--- config.mk ---
export PLATFORM = sky130hd
export DESIGN_NAME = dpf_cell
export DESIGN_NICKNAME = d
export VERILOG_FILES = /design/src/rtl/dpf_pkg.sv /design/src/rtl/dpf_cell.sv
export SDC_FILE = /design/constraint.sdc
export NUM_CORES = 1
export LEC_CHECK = 0
export BUFFER_PORTS_ARGS = -buffer_cell sky130_fd_sc_hd__buf_2
export CORE_MARGIN = 4
export CORE_UTILIZATION = 36
export DETAILED_ROUTE_END_ITERATION = 6
export GPL_TIMING_DRIVEN = 0
export PLACE_DENSITY = 0.76
export SKIP_CTS_REPAIR_TIMING = 1
export SLEW_MARGIN = 20
export SYNTH_ARGS = -nofsm -noshare
export SYNTH_HDL_FRONTEND = slang
export SYNTH_SLANG_ARGS = --single-unit
export TNS_END_PERCENT = 100
--- constraint.sdc ---
create_clock -name clk_i -period 8 [get_ports clk_i]
set_clock_uncertainty 0.15 [all_clocks]
set_input_delay 0.8 -clock clk_i [delete_from_list [all_inputs] [get_ports clk_i]]
set_output_delay 0.8 -clock clk_i [all_outputs]
set_load 0.1 [all_outputs]
--- src/rtl/dpf_pkg.sv ---
package dpf_pkg;

  localparam int unsigned OP_W   = 2;
  localparam int unsigned SRC_W  = 18;
  localparam int unsigned DST_W  = 18;
  localparam int unsigned TS_W   = 30;
  localparam int unsigned CNT_W  = 7;
  localparam int unsigned LIM_W  = 7;

  localparam logic [OP_W-1:0] OP_ADD   = 2'd0;
  localparam logic [OP_W-1:0] OP_FWD   = 2'd1;
  localparam logic [OP_W-1:0] OP_COUNT = 2'd2;

  localparam logic [LIM_W-1:0] LIM_RESET = 7'd64;

  typedef struct packed {
    logic [OP_W-1:0]  op;
    logic [SRC_W-1:0] source;
    logic [DST_W-1:0] destination;
    logic [TS_W-1:0]  timestamp;
    logic [TS_W-1:0]  start_time;
    logic [TS_W-1:0]  end_time;
  } req_t;

  typedef struct packed {
    logic             ok;
    logic [SRC_W-1:0] out_source;
    logic [DST_W-1:0] out_destination;
    logic [TS_W-1:0]  out_timestamp;
    logic [CNT_W-1:0] match_count;
  } res_t;

  typedef struct packed {
    logic [SRC_W-1:0] source;
    logic [DST_W-1:0] destination;
    logic [TS_W-1:0]  timestamp;
  } entry_t;

  typedef struct packed {
    logic rotate;
    logic shift;
    logic write;
    logic evict;
  } cell_ctl_t;

  typedef enum logic [2:0] {
    ST_IDLE   = 3'b001,
    ST_SCAN   = 3'b010,
    ST_FINISH = 3'b100
  } state_e;

endpackage

--- src/rtl/dpf_cell.sv ---
module dpf_cell
  import dpf_pkg::*;
(
  input  logic      clk_i,
  input  cell_ctl_t ctl_i,
  input  logic      at_last_i,
  input  logic      at_tail_i,
  input  entry_t    next_i,
  input  entry_t    head_i,
  input  entry_t    wr_i,
  output entry_t    entry_o
);

  entry_t entry_q;
  entry_t entry_d;
  logic   wr_sel;

  assign wr_sel = ctl_i.evict ? at_last_i : at_tail_i;

  always_comb begin
    entry_d = entry_q;
    if (ctl_i.write && wr_sel) begin
      entry_d = wr_i;
    end else if (ctl_i.rotate) begin
      entry_d = at_last_i ? head_i : next_i;
    end else if (ctl_i.shift) begin
      entry_d = next_i;
    end
  end

  always_ff @(posedge clk_i) begin
    entry_q <= entry_d;
  end

  assign entry_o = entry_q;

endmodule
Word-level counts from Yosys, hierarchy flattened
Cells that the tools add are included.

storage, ports and cells
  word-level logic and storage cells = 10
  flip-flop bits (word level) = 66
  output and inout port bits = 66
  input bits = 205

cells by class
  muxes and demuxes = 5
  reductions and logical operators = 2

operator list
  cell                number
  two-way mux 66 bit  4
  nonzero test 3 bit  1
  logical AND 1 bit   1
  two-way mux 1 bit   1

Longest topological paths before layout
  depth in word-level cells = 3
  depth in mapped cells = 5
  gate-level depth less buffers = 3

Worst setup path before layout
No wires, ideal clock.

  path kind = input to register
  start point = input port ctl_i[0] (netlist name)
  end point = register entry_q, in the netlist entry_o[0] (enable)
  path slack = 4.531 ns
  buffers on the path = 2
  data required time = 7.147 ns
  setup time = 0.703 ns
  cell stages on the path = 5
  data arrival time = 2.616 ns
  path through = mux2_2 > nand2_2 > buf_6 > buf_8 > nand2_1

between the ends
  word-level cells in the longest chain between the ends = 3

RTL lines
  what                                 line            RTL
  start: declaration                   dpf_cell.sv:5   input cell_ctl_t ctl_i,
  two-way mux 1 bit                    dpf_cell.sv:18  assign wr_sel = ctl_i.evict ? at_last_i : at_tail_i;
  logical AND 1 bit                    dpf_cell.sv:22  if (ctl_i.write && wr_sel) begin
  nonzero test 3 bit (no source line)  n/a
  end signal: assignment               dpf_cell.sv:32  entry_q <= entry_d;
  end: declaration                     dpf_cell.sv:14  entry_t entry_q;

No other way between the ends.
A chain may end at the register's enable or synchronous reset.

Final worst setup path
  start point = input port ctl_i[0] (netlist name)
  end point = register entry_q, in the netlist entry_o[35] (enable)

The elaborated chain is that of the path after synthesis.

==> impl_metrics.tcl <==
set metrics [dict create \
    final_nets 704 \
    syn_avg_cell_area_um2 18.0 \
    tightest_slew_ns 0.528 \
    initial_core_util_pct 37.3 \
    nFillCells 916 \
    cts_buffers 9 \
    yosysSeqAreaShare_pct 50.8 \
    initialDrtViolationCount 39 \
    cts_root_buf "clkbuf_8" \
    muxShareOfSynthArea_pct 45.0 \
    cts_buffer_depth 2 \
    antenna_found_initial 1 \
    yosys_warnings 0 \
    fin_cells 640 \
    dieHeight_um 112 \
    die-width_um 112 \
    synth_xor_area_share_pct 0 \
    slew_viol_final 0 \
    drtAntennaViolNets 0 \
    crit_type "input port to flip-flop" \
    row_count 37 \
    vdd_drop_max_uv 117 \
    hpwl_mm 8.60 \
    yosysTopAreaCell "edfxtp_1" \
    fin_setup_tns_ns 0 \
    grt-ovfl-total 0 \
    yosysUniqueCellTypes 10 \
    dieArea_um2 12600 \
    final-setup-viol-count 0 \
    vias 2938 \
    finalWeightedCongestion 0.928 \
    fin_crit_sh_pct 30.1 \
    cp-end-kind "flip-flop" \
    dp.cells 624 \
    grt_pass1_wl_mm 16.3 \
    first_global_vias 3267 \
    drv_cap 0 \
    postSynthCellCount 217 \
    track_usage_pct 16.6 \
    wl_per_cell_um 16.6 \
    ys_ff_latch 66 \
    cts_htree_levels 3 \
    leakagePower_nw 2.81 \
    drive_gt1_share_pct 85.5 \
    max_freq_mhz 415 \
    area_growth_pct 44.3 \
    port_buffers 270 \
    largest_reg_flops 66 \
    power.density_nw_per_um2 228 \
    hold_class "input port to flip-flop" \
    cp_max_fo 38 \
    power_w 0.00128 \
    syn_area_um2 3900 \
    syn_nets 422 \
    antenna_cells 0 \
    synth_top_area_share_pct 50.8 \
    via_per_inst 4.59 \
    slew_headroom_pct 65.0 \
    dr.pass1.iters 4 \
    cts_sinks 66 \
    run_status "completed" \
    cts_tree "yes" \
    period_needed_ns 2.41 \
    synth_top_family_by_area "multiplexers" \
    synthSimpleGateAreaFrac_pct 0.449 \
    crit_arrival_ns 2.33 \
    drcViolationCount 0 \
    rsz0062_at_grt "no" \
    hold_depth 2 \
    hold_ws_ns 0.610 \
    finalHoldViolCount 0 \
    drt-total-wl_mm 10.6 \
    startpoint_type "input port" \
    yosys-top-cells-area "edfxtp_1, mux2_4, mux2_2" \
    yosys.area_share.adder_pct 0 \
    clkTransAtPathRegs_ns 0.07 \
    cp.required_ns 7.92 \
    fp.coreArea_um2 10500 \
    grt_max_degree 39 \
    ioPinCount 271 \
    synth_compound_area_share_pct 0 \
]
## metrics by stage
stage                     utilization (%)  area, µm²  setup slack (ns)
final                                53.8       5630              5.59
after global routing                 53.8       5630              5.50
after CTS                            53.8       5630              5.56
after detailed placement             52.1       5450              5.21
after global placement               51.8       5420              3.56
after floorplan                         -       3900              4.53
## power by group
group	internal, W	switching [W]
registers	0.000437	0.0000111
clock network	0.000142	0.000119
logic	0.000146	0.000427
total	0.000725	0.000557
## worst paths after layout
check	slack, ns	from	endpoint
worst min-delay path	0.61	wr_i[42]	entry_o[42]
worst max-delay path	5.59	ctl_i[0]	entry_o[35]
## cells in the mapped netlist
library cell,count
mux2_4,69
edfxtp_1,66
mux2_2,64
buf_6,6
buf_4,3
buf_8,3
buf_2,2
nand2_1,2
nand2_2,1
nor2_1,1
## layout make-up
type / instances / area, µm² / area share [%]
clock inverters: 4 / 42.5 / 0.756
flip-flops and latches: 66 / 1980 / 35.2
repair buffers: 271 / 1370 / 24.4
plain buffers: 14 / 145 / 2.58
well taps: 136 / 170 / 3.02
multi-input cells: 137 / 1780 / 31.7
clock buffers: 12 / 135 / 2.40
## per-layer routing
metal / global-route usage, % / routed length, µm / vias to the layer above
li1: - / - / 1409
met1: 15.8 / 3550 / 1334
met2: 31.3 / 5610 / 172
met3: 7.17 / 1170 / 21
met4: 6.25 / 259 / 2
met5: 0 / 7 / -
## critical path, stage by stage
cell     delay (ns)
buf_2          0.08
mux2_2         0.33
nand2_2        0.15
buf_6          0.20
buf_8          0.19
nand2_4        0.25
buf_12         0.29
## kinds of logic after synthesis
group	after synthesis
buffers and inverters	14
flip-flops	66
multiplexers	133
AND/OR/NAND/NOR	4
## cell usage in the layout (no fill, tap or decap), drive strengths merged
cell type,instances
buf,285
bufinv,1
clkbuf,12
clkinv,3
edfxtp,66
mux2,133
nand2,3
nor2,1
Note: power is estimated with default switching activity, not from simulation.
